File: config.mk
export PLATFORM = sky130hd
export DESIGN_NAME = byte_stream_pixel_colorizer_core
export DESIGN_NICKNAME = d
export VERILOG_FILES = /design/src/hw/rtl/bspc_pkg.sv /design/src/hw/rtl/byte_stream_pixel_colorizer_core.sv /design/src/hw/rtl/bspc_queue.sv /design/src/hw/rtl/bspc_back.sv
export VERILOG_INCLUDE_DIRS = /design/src /design/src/hw/rtl
export SDC_FILE = /design/constraint.sdc
export NUM_CORES = 2
export LEC_CHECK = 0
export BUFFER_PORTS_ARGS = -buffer_cell sky130_fd_sc_hd__buf_2
export CAP_MARGIN = 40
export CORE_AREA = 2 2 222 224
export CTS_CLUSTER_DIAMETER = 120
export CTS_CLUSTER_SIZE = 25
export DETAILED_ROUTE_END_ITERATION = 8
export DIE_AREA = 0 0 224 226
export GPL_ROUTABILITY_DRIVEN = 0
export GPL_TIMING_DRIVEN = 0
export MAX_ROUTING_LAYER = met4
export PLACE_DENSITY_LB_ADDON = 0.1
export SLEW_MARGIN = 30
export SYNTH_ARGS = -nofsm -noshare
export SYNTH_HDL_FRONTEND = slang
export SYNTH_SLANG_ARGS = --single-unit
File: constraint.sdc
create_clock -name clk -period 10.3 [get_ports clk]
set_clock_uncertainty 0.05 [all_clocks]
set_input_delay 0.515 -clock clk [delete_from_list [all_inputs] [get_ports clk]]
set_output_delay 0.515 -clock clk [all_outputs]
set_load 0.03 [all_outputs]
File: src/hw/rtl/byte_stream_pixel_colorizer_core_macros.svh
// Assertion macros shared by the colorizer RTL.
// Depends on nothing; each use names its own clock and reset.
`ifndef BYTE_STREAM_PIXEL_COLORIZER_CORE_MACROS_SVH
`define BYTE_STREAM_PIXEL_COLORIZER_CORE_MACROS_SVH
`ifndef ASSERT_OFF
`define BSPC_ASSERT(lbl, ck, rn, prop, msg) \
    lbl: assert property (@(posedge ck) disable iff (!rn) prop) else $error(msg);
`define BSPC_NEVER(lbl, ck, rn, cond, msg) \
    lbl: assert property (@(posedge ck) disable iff (!rn) !(cond)) else $error(msg);
`else
`define BSPC_ASSERT(lbl, ck, rn, prop, msg)
`define BSPC_NEVER(lbl, ck, rn, cond, msg)
`endif
`endif

File: src/hw/rtl/bspc_pkg.sv
// Package for the byte stream pixel colorizer: payload types, codes and
// the palette function. Depends on nothing.
package bspc_pkg;

    localparam int MAX_ROW_WIDTH = 4096;
    localparam int MAX_ZOOM = 64;
    localparam int MAX_SKIP = 64;
    localparam int QUEUE_DEPTH = 4;

    localparam logic [3:0] MODE_GRAY = 4'd0;
    localparam logic [3:0] MODE_GRAY16_BIG = 4'd1;
    localparam logic [3:0] MODE_GRAY32_BIG = 4'd2;
    localparam logic [3:0] MODE_GRAY16_LITTLE = 4'd3;
    localparam logic [3:0] MODE_GRAY32_LITTLE = 4'd4;
    localparam logic [3:0] MODE_HUES = 4'd5;
    localparam logic [3:0] MODE_HUES6 = 4'd6;
    localparam logic [3:0] MODE_FHUES = 4'd7;
    localparam logic [3:0] MODE_COLOR = 4'd8;
    localparam logic [3:0] MODE_COLOR16 = 4'd9;
    localparam logic [3:0] MODE_COLOR32 = 4'd10;
    localparam logic [3:0] MODE_RGB = 4'd11;
    localparam logic [3:0] MODE_DVI = 4'd12;
    localparam logic [3:0] MODE_X86 = 4'd13;

    localparam logic [2:0] CFG_PALETTE_MODE = 3'd0;
    localparam logic [2:0] CFG_ROW_WIDTH = 3'd1;
    localparam logic [2:0] CFG_ROW_SKIP = 3'd2;
    localparam logic [2:0] CFG_PIXEL_ZOOM = 3'd3;
    localparam logic [2:0] CFG_MASK_LOW_BIT = 3'd4;

    localparam logic [7:0] MARK_HI = 8'hff;
    localparam logic [7:0] MARK_MID = 8'hcf;
    localparam logic [7:0] MARK_LO = 8'haf;

    typedef struct packed {
        logic [7:0] data_byte;
        logic       end_of_data;
    } in_t;

    typedef struct packed {
        logic [7:0] red;
        logic [7:0] green;
        logic [7:0] blue;
        logic       row_end;
        logic       filler;
        logic       final_res;
    } out_t;

    typedef struct packed {
        logic [3:0]  palette_mode;
        logic [12:0] row_width;
        logic [6:0]  row_skip;
        logic [6:0]  pixel_zoom;
        logic        mask_low_bit;
    } cfg_t;

    typedef struct packed {
        logic [7:0] r;
        logic [7:0] g;
        logic [7:0] b;
    } rgb_t;

    typedef enum logic [1:0] {
        ST_IDLE,
        ST_DIV,
        ST_OUT
    } st_t;

    function automatic logic [2:0] element_size(input logic [3:0] mode);
        logic [2:0] n;
        case (mode)
            MODE_GRAY16_BIG, MODE_GRAY16_LITTLE, MODE_COLOR16: n = 3'd2;
            MODE_GRAY32_BIG, MODE_GRAY32_LITTLE, MODE_COLOR32: n = 3'd4;
            MODE_RGB: n = 3'd3;
            default: n = 3'd1;
        endcase
        return n;
    endfunction

    function automatic rgb_t colorize(input logic [3:0] mode, input logic [31:0] w,
                                      input logic [7:0] prev);
        logic [7:0]  b0;
        logic [7:0]  v;
        logic [9:0]  p3;
        logic [10:0] p6;
        logic [2:0]  band;
        logic [8:0]  s;
        rgb_t        c;
        rgb_t        m;
        b0 = w[7:0];
        p3 = 10'(b0) * 10'd3;
        p6 = 11'(b0) * 11'd6;
        s = {1'b0, b0} + {1'b0, prev};
        c = '{b0, b0, b0};
        m = '{8'd0, 8'd0, 8'd0};
        v = 8'd0;
        band = 3'd0;
        case (mode)
            MODE_GRAY16_LITTLE: c = '{w[15:8], w[15:8], w[15:8]};
            MODE_GRAY32_LITTLE: c = '{w[31:24], w[31:24], w[31:24]};
            MODE_HUES:
            begin
                v = p3[7:0];
                case (p3[9:8])
                    2'd0: c = '{v, 8'd0, 8'd0};
                    2'd1: c = '{8'd0, v, 8'd0};
                    default: c = '{8'd0, 8'd0, v};
                endcase
            end
            MODE_HUES6:
            begin
                v = p6[7:0];
                band = p6[10:8];
                case (band)
                    3'd0: c = '{v, 8'd0, 8'd0};
                    3'd1: c = '{8'd0, v, 8'd0};
                    3'd2: c = '{8'd0, 8'd0, v};
                    3'd3: c = '{8'd0, v, v};
                    3'd4: c = '{v, 8'd0, v};
                    default: c = '{v, v, 8'd0};
                endcase
            end
            MODE_FHUES:
            begin
                v = p6[7:0];
                band = p6[10:8];
                case (band)
                    3'd0: c = '{v, 8'd0, 8'd0};
                    3'd1: c = '{8'hff, v, v};
                    3'd2: c = '{8'd0, v, 8'd0};
                    3'd3: c = '{v, 8'hff, v};
                    3'd4: c = '{8'd0, 8'd0, v};
                    default: c = '{v, v, 8'hff};
                endcase
            end
            MODE_COLOR: c = '{b0 & 8'he0, {b0[4:2], 5'd0}, {b0[1:0], 6'd0}};
            MODE_COLOR16: c = '{{w[15:10], 2'd0}, {w[9:6], 4'd0}, {w[4:0], 3'd0}};
            MODE_COLOR32: c = '{w[31:24], w[20:13], w[8:1]};
            MODE_RGB: c = '{w[7:0], w[15:8], w[23:16]};
            MODE_DVI: c = '{(b0 >= prev) ? b0 - prev : prev - b0, b0, s[8:1]};
            MODE_X86:
            begin
                m.r = (b0 == 8'h8b) ? MARK_HI : (b0 == 8'he8) ? MARK_MID :
                      (b0 == 8'h85) ? MARK_LO : 8'd0;
                m.g = (b0 == 8'h65) ? MARK_HI : (b0 == 8'h74) ? MARK_MID :
                      (b0 == 8'h61) ? MARK_LO : 8'd0;
                m.b = (b0 == 8'h01) ? MARK_HI : (b0 == 8'h02) ? MARK_MID :
                      (b0 == 8'h03) ? MARK_LO : 8'd0;
                if (m != '0)
                begin
                    c = m;
                end
            end
            default: c = '{b0, b0, b0};
        endcase
        return c;
    endfunction

endpackage

File: src/hw/rtl/byte_stream_pixel_colorizer_core.sv
// Top level of the byte stream pixel colorizer: configuration registers,
// input queue and pixel engine. Depends on bspc_pkg, bspc_queue, bspc_back.
//
//  channel   direction  handshake          payload
//  in        input      in_valid/in_stall  in_data (data_byte, end_of_data)
//  out       output     out_valid/out_stall out_data (red .. final_res)
//  cfg       input      cfg_valid/cfg_ready cfg_index, cfg_data
//
// A byte that ends no pixel is taken in the idle state; one that yields a filler
// item passes through the output state, which waits out output stall; a byte
// that completes a pixel first passes the 14-step serial divider that averages
// the zoom group, then the output state.
// A four-entry queue in front takes bytes while the engine is busy.
// Reset restores the register defaults and empties the stream state.
module byte_stream_pixel_colorizer_core import bspc_pkg::*; (
    input  logic        clk,
    input  logic        rst_n,
    input  logic        in_valid,
    output logic        in_stall,
    input  in_t         in_data,
    output logic        out_valid,
    input  logic        out_stall,
    output out_t        out_data,
    input  logic        cfg_valid,
    output logic        cfg_ready,
    input  logic [2:0]  cfg_index,
    input  logic [12:0] cfg_data
);

    cfg_t cfg_reg;
    logic q_valid;
    in_t  q_data;
    logic q_pop;

    assign cfg_ready = 1'b1;

    always_ff @(posedge clk or negedge rst_n)
    begin
        if (!rst_n)
        begin
            cfg_reg <= '{MODE_X86, 13'd1024, 7'd1, 7'd1, 1'b1};
        end
        else if (cfg_valid && cfg_ready)
        begin
            case (cfg_index)
                CFG_PALETTE_MODE: cfg_reg.palette_mode <= cfg_data[3:0];
                CFG_ROW_WIDTH: cfg_reg.row_width <= cfg_data;
                CFG_ROW_SKIP: cfg_reg.row_skip <= cfg_data[6:0];
                CFG_PIXEL_ZOOM: cfg_reg.pixel_zoom <= cfg_data[6:0];
                CFG_MASK_LOW_BIT: cfg_reg.mask_low_bit <= cfg_data[0];
                default: cfg_reg <= cfg_reg;
            endcase
        end
    end

    bspc_queue u_queue (
        .clk(clk),
        .rst_n(rst_n),
        .in_valid(in_valid),
        .in_stall(in_stall),
        .in_data(in_data),
        .q_valid(q_valid),
        .q_data(q_data),
        .q_pop(q_pop)
    );

    bspc_back u_back (
        .clk(clk),
        .rst_n(rst_n),
        .cfg(cfg_reg),
        .q_valid(q_valid),
        .q_data(q_data),
        .q_pop(q_pop),
        .out_valid(out_valid),
        .out_stall(out_stall),
        .out_data(out_data)
    );

endmodule

File: src/hw/rtl/bspc_queue.sv
// Front part: accepts input items and holds them in a short queue.
// Depends on bspc_pkg.
module bspc_queue import bspc_pkg::*; (
    input  logic clk,
    input  logic rst_n,
    input  logic in_valid,
    output logic in_stall,
    input  in_t  in_data,
    output logic q_valid,
    output in_t  q_data,
    input  logic q_pop
);

    localparam int PW = $clog2(QUEUE_DEPTH);

    in_t           mem [QUEUE_DEPTH];
    logic [PW-1:0] wr_ptr_reg;
    logic [PW-1:0] rd_ptr_reg;
    logic [PW:0]   count_reg;
    logic          push;
    logic          pop;

    assign in_stall = (count_reg == (PW+1)'(QUEUE_DEPTH));
    assign push = in_valid && !in_stall;
    assign q_valid = (count_reg != '0);
    assign pop = q_pop && q_valid;
    assign q_data = mem[rd_ptr_reg];

    always_ff @(posedge clk)
    begin
        if (push)
        begin
            mem[wr_ptr_reg] <= in_data;
        end
    end

    always_ff @(posedge clk or negedge rst_n)
    begin
        if (!rst_n)
        begin
            wr_ptr_reg <= '0;
            rd_ptr_reg <= '0;
            count_reg <= '0;
        end
        else
        begin
            if (push)
            begin
                wr_ptr_reg <= wr_ptr_reg + PW'(1);
            end
            if (pop)
            begin
                rd_ptr_reg <= rd_ptr_reg + PW'(1);
            end
            count_reg <= count_reg + (PW+1)'(push) - (PW+1)'(pop);
        end
    end

endmodule

File: src/hw/rtl/bspc_back.sv
// Back part: assembles elements, colors them, averages zoom groups with a
// bit-serial divider and tracks rows and dropped bytes. Depends on bspc_pkg.
`include "byte_stream_pixel_colorizer_core_macros.svh"
module bspc_back import bspc_pkg::*; (
    input  logic clk,
    input  logic rst_n,
    input  cfg_t cfg,
    input  logic q_valid,
    input  in_t  q_data,
    output logic q_pop,
    output logic out_valid,
    input  logic out_stall,
    output out_t out_data
);

    localparam int SW = 14;
    localparam int PRW = 26;

    st_t            state_reg;
    st_t            state_next;
    logic [31:0]    elem_reg;
    logic [1:0]     phase_reg;
    logic [6:0]     zcnt_reg;
    logic [SW-1:0]  sum_reg [3];
    logic [11:0]    column_reg;
    logic [PRW-1:0] skip_reg;
    logic [7:0]     prev_reg;
    logic [SW-1:0]  num_reg [3];
    logic [5:0]     rem_reg [3];
    logic [3:0]     cnt_reg;
    logic [PRW-1:0] prod_reg;
    logic           pend_row_end_reg;
    logic           pend_eod_reg;
    logic           out_valid_reg;
    out_t           out_reg;

    logic [12:0]    width_c;
    logic [6:0]     zoom_c;
    logic [6:0]     skip_c;
    logic [2:0]     chrs;
    logic [31:0]    w_cur;
    rgb_t           c;
    logic [SW-1:0]  add [3];
    logic [6:0]     zcnt_inc;
    logic           elem_done;
    logic           pix_done;
    logic           row_end;
    logic           take;
    logic           eod;
    logic [6:0]     trial [3];
    logic           ge [3];
    logic [SW-1:0]  quo [3];
    logic [7:0]     chan [3];

    always_comb
    begin
        width_c = (cfg.row_width == '0) ? 13'd1 :
                  (cfg.row_width > 13'(MAX_ROW_WIDTH)) ? 13'(MAX_ROW_WIDTH) : cfg.row_width;
        zoom_c = (cfg.pixel_zoom == '0) ? 7'd1 :
                 (cfg.pixel_zoom > 7'(MAX_ZOOM)) ? 7'(MAX_ZOOM) : cfg.pixel_zoom;
        skip_c = (cfg.row_skip == '0) ? 7'd1 :
                 (cfg.row_skip > 7'(MAX_SKIP)) ? 7'(MAX_SKIP) : cfg.row_skip;
        chrs = element_size(cfg.palette_mode);
        eod = q_data.end_of_data;
        w_cur = elem_reg | (32'(q_data.data_byte) << {phase_reg, 3'b000});
        elem_done = (3'(phase_reg) + 3'd1) >= chrs;
        c = colorize(cfg.palette_mode, w_cur, prev_reg);
        add[0] = sum_reg[0] + SW'(c.r);
        add[1] = sum_reg[1] + SW'(c.g);
        add[2] = sum_reg[2] + SW'(c.b);
        zcnt_inc = zcnt_reg + 7'd1;
        pix_done = zcnt_inc >= zoom_c;
        row_end = (13'(column_reg) + 13'd1) >= width_c;
        for (int k = 0; k < 3; k++)
        begin
            trial[k] = {rem_reg[k], num_reg[k][SW-1]};
            ge[k] = trial[k] >= zoom_c;
            quo[k] = {num_reg[k][SW-2:0], ge[k]};
            chan[k] = quo[k][7:0] & {7'h7f, !cfg.mask_low_bit};
        end
    end

    always_comb
    begin
        state_next = state_reg;
        case (state_reg)
            ST_IDLE:
            begin
                if (q_valid && skip_reg == '0)
                begin
                    if (elem_done && pix_done)
                    begin
                        state_next = ST_DIV;
                    end
                    else if (eod)
                    begin
                        state_next = ST_OUT;
                    end
                end
            end
            ST_DIV:
            begin
                if (cnt_reg == '0)
                begin
                    state_next = ST_OUT;
                end
            end
            ST_OUT:
            begin
                if (!out_stall)
                begin
                    state_next = ST_IDLE;
                end
            end
            default: state_next = ST_IDLE;
        endcase
    end

    always_comb
    begin
        q_pop = 1'b0;
        case (state_reg)
            ST_IDLE: q_pop = q_valid;
            default: q_pop = 1'b0;
        endcase
    end

    assign take = q_pop;
    assign out_valid = out_valid_reg;
    assign out_data = out_reg;

    always_ff @(posedge clk or negedge rst_n)
    begin
        if (!rst_n)
        begin
            state_reg <= ST_IDLE;
            elem_reg <= '0;
            phase_reg <= '0;
            zcnt_reg <= '0;
            for (int k = 0; k < 3; k++)
            begin
                sum_reg[k] <= '0;
            end
            column_reg <= '0;
            skip_reg <= '0;
            prev_reg <= '0;
            cnt_reg <= '0;
            out_valid_reg <= 1'b0;
        end
        else
        begin
            state_reg <= state_next;
            if (take)
            begin
                if (eod)
                begin
                    // End of data returns the stream to its reset state.
                    elem_reg <= '0;
                    phase_reg <= '0;
                    zcnt_reg <= '0;
                    for (int k = 0; k < 3; k++)
                    begin
                        sum_reg[k] <= '0;
                    end
                    column_reg <= '0;
                    skip_reg <= '0;
                    prev_reg <= '0;
                    if (skip_reg == '0)
                    begin
                        if (elem_done && pix_done)
                        begin
                            cnt_reg <= 4'(SW - 1);
                        end
                        else
                        begin
                            // A filler item is black padding in the current column.
                            out_valid_reg <= 1'b1;
                        end
                    end
                end
                else if (skip_reg != '0)
                begin
                    skip_reg <= skip_reg - PRW'(1);
                end
                else if (!elem_done)
                begin
                    elem_reg <= w_cur;
                    phase_reg <= phase_reg + 2'd1;
                    prev_reg <= q_data.data_byte;
                end
                else
                begin
                    prev_reg <= q_data.data_byte;
                    elem_reg <= '0;
                    phase_reg <= '0;
                    if (!pix_done)
                    begin
                        zcnt_reg <= zcnt_inc;
                        for (int k = 0; k < 3; k++)
                        begin
                            sum_reg[k] <= add[k];
                        end
                    end
                    else
                    begin
                        zcnt_reg <= '0;
                        for (int k = 0; k < 3; k++)
                        begin
                            sum_reg[k] <= '0;
                        end
                        cnt_reg <= 4'(SW - 1);
                        column_reg <= row_end ? 12'd0 : column_reg + 12'd1;
                    end
                end
            end
            if (state_reg == ST_DIV)
            begin
                cnt_reg <= cnt_reg - 4'd1;
                if (cnt_reg == '0)
                begin
                    out_valid_reg <= 1'b1;
                    if (pend_row_end_reg && !pend_eod_reg)
                    begin
                        skip_reg <= prod_reg;
                    end
                end
            end
            if (state_reg == ST_OUT && !out_stall)
            begin
                out_valid_reg <= 1'b0;
            end
        end
    end

    // Divider, row-skip product and output register datapath, no reset needed.
    always_ff @(posedge clk)
    begin
        if (take && skip_reg == '0)
        begin
            if (elem_done && pix_done)
            begin
                for (int k = 0; k < 3; k++)
                begin
                    num_reg[k] <= add[k];
                    rem_reg[k] <= '0;
                end
                pend_row_end_reg <= row_end;
                pend_eod_reg <= eod;
                prod_reg <= PRW'(6'(skip_c - 7'd1)) * PRW'(width_c);
            end
            else if (eod)
            begin
                out_reg <= '{8'd0, 8'd0, 8'd0, row_end, 1'b1, 1'b1};
            end
        end
        if (state_reg == ST_DIV)
        begin
            for (int k = 0; k < 3; k++)
            begin
                num_reg[k] <= quo[k];
                rem_reg[k] <= ge[k] ? 6'(trial[k] - zoom_c) : trial[k][5:0];
            end
            if (cnt_reg == 4'(SW - 1))
            begin
                prod_reg <= PRW'(prod_reg * PRW'(zoom_c));
            end
            else if (cnt_reg == 4'(SW - 2))
            begin
                prod_reg <= PRW'(prod_reg * PRW'(chrs));
            end
            if (cnt_reg == '0)
            begin
                out_reg <= '{chan[0], chan[1], chan[2], pend_row_end_reg, 1'b0,
                             pend_eod_reg};
            end
        end
    end

    `BSPC_ASSERT(a_valid_in_out, clk, rst_n, out_valid_reg |-> state_reg == ST_OUT, "result without output state")
    `BSPC_NEVER(a_pop_busy, clk, rst_n, q_pop && state_reg != ST_IDLE, "item taken while busy")
    `BSPC_ASSERT(a_div_end, clk, rst_n, (state_reg == ST_DIV && cnt_reg == '0) |=> out_valid_reg, "division ended without result")
    `BSPC_NEVER(a_skip_busy, clk, rst_n, state_reg == ST_DIV && skip_reg != '0, "dropping bytes during a pixel")

endmodule
After elaboration in Yosys (flattened, before gate mapping)
Memory sizes are Yosys's and may differ from the RTL's.
Index checks and enable logic that the tools add are counted.
{"block": "totals", "ff_bits": 230, "mem_bits_rw": 96, "input_bits": 30, "output_inout_bits": 30, "memories": 3}
{"name": "u_back.num_reg", "depth": 3, "width": 14, "rd": 3, "rd_ports_with_merged_regs": 0, "write_ports": 3, "line": "bspc_back.sv:28", "text": "logic [SW-1:0] num_reg [3];"}
{"name": "u_queue.mem", "depth": 4, "width": 9, "rd": 1, "rd_ports_with_merged_regs": 0, "write_ports": 1, "line": "bspc_queue.sv:16", "text": "in_t mem [QUEUE_DEPTH];"}
{"name": "u_back.rem_reg", "depth": 3, "width": 6, "rd": 3, "rd_ports_with_merged_regs": 0, "write_ports": 3, "line": "bspc_back.sv:29", "text": "logic [5:0] rem_reg [3];"}
{"block": "op_classes", "addsub": 21, "mul": 5, "order_cmp": 10, "eq_ne": 44, "shifts": 1, "n_mux": 97, "bitwise": 10, "reduce_logical": 41}
{"operator": "$mux 26", "n": 11}
{"operator": "$pmux 24 s11", "n": 1}
{"operator": "$pmux 24 s5", "n": 2}
{"operator": "$mux 42", "n": 4}
{"operator": "$mux 27", "n": 5}
{"operator": "$mux 32", "n": 3}
{"operator": "$mux 8", "n": 12}
{"operator": "$mux 12", "n": 5}
{"operator": "$mux 6", "n": 8}
{"operator": "$pmux 24 s2", "n": 1}
{"operator": "$add 14x8->14", "n": 3}
{"operator": "$mux 14", "n": 3}
{"operator": "$mux 7", "n": 6}
{"operator": "$eq 4x4->1 const B", "n": 8}
{"operator": "$mux 4", "n": 8}
{"operator": "$or 32x32->32", "n": 1}
{"operator": "$shl 8x5->32", "n": 1}
{"operator": "$ge 7x7->1", "n": 4}
{"operator": "$logic_not 26->1", "n": 1}
{"operator": "$mul 26x3->26", "n": 1}
{"operator": "$mul 26x7->26", "n": 1}
{"operator": "$mux 13", "n": 2}
{"operator": "$reduce_bool 26->1", "n": 1}
{"operator": "$sub 26x1->26 const B", "n": 1}
{"operator": "58 further kinds", "n": 136}

Depth between registers and ports, before layout
An unclocked memory read counts as a cell.
{"block": "logic_depth", "word_depth": 15, "ltp_mapped": 27}

By module
A second synthesis with hierarchy kept.
{"block": "hier_totals", "cells_unflattened": 3366, "hier_area_um2": 28989.1}
{"module": "bspc_back", "n_inst": 1, "cells_per_inst": 3206, "area_per_inst_um2": 25888.6, "seq_area_each_um2": 6326.1}
{"module": "bspc_queue", "n_inst": 1, "cells_per_inst": 87, "area_per_inst_um2": 1770.4, "seq_area_each_um2": 1256.2}
{"module": "byte_stream_pixel_colorizer_core", "n_inst": 1, "cells_per_inst": 73, "area_per_inst_um2": 1330.0, "seq_area_each_um2": 809.5}

Worst setup path before layout
No wires, ideal clock.
{"block": "synth_path", "kind": "reg2reg", "start": "reg u_queue.rd_ptr_reg[0]", "end": "mem u_back.num_reg[1][12], in the netlist u_back.num_reg[0][26], data pin", "setup_ns": 0.267, "arrival_ns": 5.810, "t_required_ns": 9.983, "setup_slack_ns": 4.174, "stages_incl_launch_ff": 26, "period_less_slack_ns": 6.126, "path_cell_list": "dfrtp_1 buf_2 mux4_2 a21oi_1 inv_1 ha_1 o21ai_0 nor2_1 o21ai_0 a21oi_1 xnor2_1 buf_2 o21ai_0 a211oi_1 nand2_1 a31o_2 fa_1 inv_1 a21oi_1 o21ai_0 a21o_1 nand2_1 a21oi_1 nand3_1 xor2_1 o21ai_0"}
{"element": "start, declared", "line": "bspc_queue.sv:18", "text": "logic [PW-1:0] rd_ptr_reg;"}
{"element": "start signal, assigned", "line": "bspc_queue.sv:53", "text": "rd_ptr_reg <= rd_ptr_reg + PW'(1);"}
{"element": "end, declared", "line": "bspc_back.sv:28"}

==> key figures <==
Global routing
  • Initial antenna violation count: 0
  • Largest net degree at the start of global routing: 75
  • First-pass GRT wire length: 131200 um
  • Vias in the first global route: 24.83k
  • Grt ovf: 0
  • GRT Overall Usage: 0.3357

Synthesis
  • Area of the mapped netlist: 28600 um2
  • Post-synth cell types: 87
  • Synthesized Nets: 3748
  • Avg Cell Area, Syn: 8.593 um2
  • Post-Synthesis Cells: 3328
  • Main synth FF type: dfrtp_1
  • Sequential element share of the synthesized area: 0.2934
  • Warnings, synthesis: 0
  • EDFF count, synth: 98
  • Post-synthesis register bit count: 326
  • Async SR Flop Fraction: 0.5368

Clock network
  • Clock buffer depth: 3
  • # clock sinks: 326
  • Clock root buffer: clkbuf_16
  • H-tree Lvls: 1
  • CTS resizes: 0
  • CTS Buf Count: 17
  • Worst-path clk slew: 0.11 ns
  • Worst skew pair latency: 0.55 ns
  • Postcts setup bufs: 0
  • Hold-fix buffers, CTS: 1
  • CTS tree: yes

STA
  • Post-route setup TNS: 0 ns
  • Actual slew at the worst max-slew pin: 0.9413 ns
  • # setup viols final: 0
  • RSZ-0062 raised after global routing: false
  • Tmin final: 7.617 ns
  • Fin. max-slew vios: 0
  • Max Clk Rate: 131.3 MHz
  • Final Hold Fails: 0
  • Final period utilization: 0.7395
  • Max-slew headroom: 0.3712

Detailed routing
  • Post-route DRC: 0
  • Antenna Nets Post-Route: 0
  • Routed length on met3: 5864 um
  • DR vias: 25.19k
  • Drt wl/cell: 20.14 um
  • WL met2: 37780 um
  • First-pass DRT Iterations: 9
  • Average vias per placed instance: 6.222
  • Iteration-0 DRC Markers: 2408
  • Max layer used: met4
  • Met1 wire length: 33060 um
  • Total wire length: 81570 um

Floorplan
  • Site Rows: 81
  • I/O pins: 60
  • Core Box Area: 48340 um2
  • Full die area: 50620 um2
  • Chip Width: 224 um
  • Initial Util: 0.5916
  • Die Ht: 226 um

Worst hold path
  • Worst Hold End: cfg_reg[27]
  • Hold WC Path Type: in -> reg
  • Hold Startpoint: cfg_data[12]
  • Hold Path Stages: 3

Worst setup path
  • WS Path Type: reg -> reg
  • Critical Path Start Type: flop
  • Crit path capture type: flop
  • R2r startpoint: u_queue.rd_ptr_reg[0]
  • CP max-delay cell: a211oi_1
  • Crit path top cell by count: o21ai_0
  • R2r endpoint: u_back.num_reg[0][24]
  • Crit path largest cell delay: 0.71 ns
  • Crit Path Max Fanout: 12
  • Worst endpoint data arrival time: 7.84 ns
  • Worst R2R Path Depth: 25
  • Flop2flop setup slack: 2.68 ns
  • Worst EP required: 10.53 ns

Power
  • Sw Ratio: 0.5378
  • Clock network power share: 0.087
  • Power Total: 8.888 mW
  • Sequential power share: 0.214
  • Pint: 4.108 mW
  • Sw Pwr: 4.780 mW
  • Power share of the combinational group: 0.698
  • Power Density: 292.8 nW/um2
  • LEAKAGE: 13.06 nW
  • Max rail drop VDD: 0.4650 mV

Place
  • Placed Area: 29810 um2
  • HPWL Detailed: 63460 um
  • Number of port buffers: 58

Run
  • Number of max-cap violations: 0

Status
  • Status: complete, no violations

Cells and area
  • Fin area: 30350 um2
  • Layout area overhead: 6.143%
  • Fraction of layout cells with a size suffix above 1: 0.05779
  • Final-stage net count: 3835
==> cells in the mapped netlist, drive strengths merged (13+ instances only) <==
cell type	number	share of area
nor3	53	0.0095
a31oi	41	0.0090
a211oi	19	0.0050
nand4	13	0.0028
or2	16	0.0035
nor2	201	0.027
or3	20	0.0044
xnor2	105	0.032
clkbuf	144	0.019
nand3	79	0.014
a22o	23	0.0070
fa	182	0.13
mux2	36	0.014
dfrtp	168	0.15
inv	283	0.037
o31ai	33	0.0087
dfxtp	53	0.037
nor2b	42	0.0092
edfxtp	98	0.10
nand2b	37	0.0081
o21ai	269	0.047
o21bai	22	0.0058
o21a	16	0.0042
a21oi	191	0.033
o22ai	47	0.010
buf	22	0.0048
and3	25	0.0055
nand2	557	0.073
a21o	46	0.012
and2	62	0.014
ha	208	0.091
xor2	55	0.017
o211ai	14	0.0037
==> power groups by stage <==
stage	Combinational (mW)	Clock, mW	Sequential [mW]
6_report	6.21	0.776	1.90
5_1_grt	6.81	0.829	1.93
4_1_cts	6.07	0.791	1.90
3_5_place_dp	6.03	0	1.92
3_3_place_gp	5.86	0	1.91
2_1_floorplan	4.22	0	1.96
==> final cells by class <==
cell class / instances / area (um2)
multi-input combinational: 2551 / 18490
sequential: 326 / 8392
tap: 622 / 778.2
fill: 4173 / 17990
buffer: 166 / 676.9
clock inverter: 4 / 36.28
antenna: 1 / 2.502
inverter: 285 / 1070
timing repair buffer: 68 / 444.2
clock buffer: 26 / 469.2
==> per-stage QoR <==
stage / hold WS [ns] / util / cells / setup WS (ns)
4_1_cts: 0.1134 / 0.6272 / 4044 / 2.798
6_report: 0.1251 / 0.6279 / 4049 / 2.683
3_3_place_gp: 0.3900 / 0.6137 / 4008 / 2.481
2_1_floorplan: 0.1694 / - / 3328 / 4.174
5_1_grt: 0.1170 / 0.6278 / 4048 / 2.124
3_5_place_dp: 0.3927 / 0.6166 / 4013 / 2.819
==> critical path: cells and delay by family, from the launching register on <==
family                   cells  cell delay, ns
buffers and inverters        4            1.05
XOR/XNOR                     2            0.49
AND/OR/NAND/NOR              4            0.49
AO/OA/AOI/OAI               12            3.29
adder cells (fa/ha/maj)      2            0.85
multiplexers                 1            0.70
flip-flops                   1            0.39
==> per-layer routing <==
metal / global-route usage / up-vias
li1: - / 11555
met4: 0.1718 / 0
met3: 0.04567 / 300
met2: 0.5334 / 1143
met5: - / -
met1: 0.4223 / 12193
==> layout by cell type (no fill, tap or decap), types with 52 or more instances in the layout <==
cell | netlist | routed
fa_1 | 182 | 182
nor3_1 | 52 | 52
inv_1 | 281 | 281
and2_1 | 60 | 60
nor2_1 | 198 | 197
nand3_1 | 79 | 79
nand2_1 | 556 | 555
clkbuf_1 | 144 | 152
ha_1 | 208 | 208
buf_2 | 10 | 67
xor2_1 | 55 | 55
dfxtp_1 | 53 | 53
xnor2_1 | 105 | 105
dfrtp_1 | 168 | 168
edfxtp_1 | 98 | 98
a21oi_1 | 191 | 190
o21ai_0 | 247 | 247
==> worst max path at each step <==
| stage | startpoint | endpoint | slack (ns) | depth (start not counted) |
|---|---|---|---|---|
| finish | u_queue.rd_ptr_reg[0] | u_back.num_reg[0][24] | 2.68 | 25 |
| global placement | u_queue.rd_ptr_reg[0] | u_back.num_reg[0][41] | 2.48 | 22 |
| global route | u_queue.rd_ptr_reg[0] | u_back.num_reg[0][26] | 2.12 | 25 |
| detailed placement | u_queue.rd_ptr_reg[0] | u_back.num_reg[0][41] | 2.82 | 22 |
| CTS | u_queue.rd_ptr_reg[0] | u_back.num_reg[0][41] | 2.80 | 22 |
| floorplan | u_queue.rd_ptr_reg[0] | u_back.num_reg[0][26] | 4.17 | 25 |
==> logic make-up (layout without fill, tap and decap cells) <==
kind of cell    count (synthesis)  count (layout)  synth area share
fa+ha+maj                     390             390            0.2184
mux                            53              53           0.02406
xor+xnor                      160             160           0.04900
other cells                     1               2         0.0001311
compound gates                806             806            0.1722
buf+inv                       451             549           0.06108
flops                         326             326            0.2934
simple gates                 1141            1141            0.1817
No activity file was read; power rests on OpenSTA's default activity.
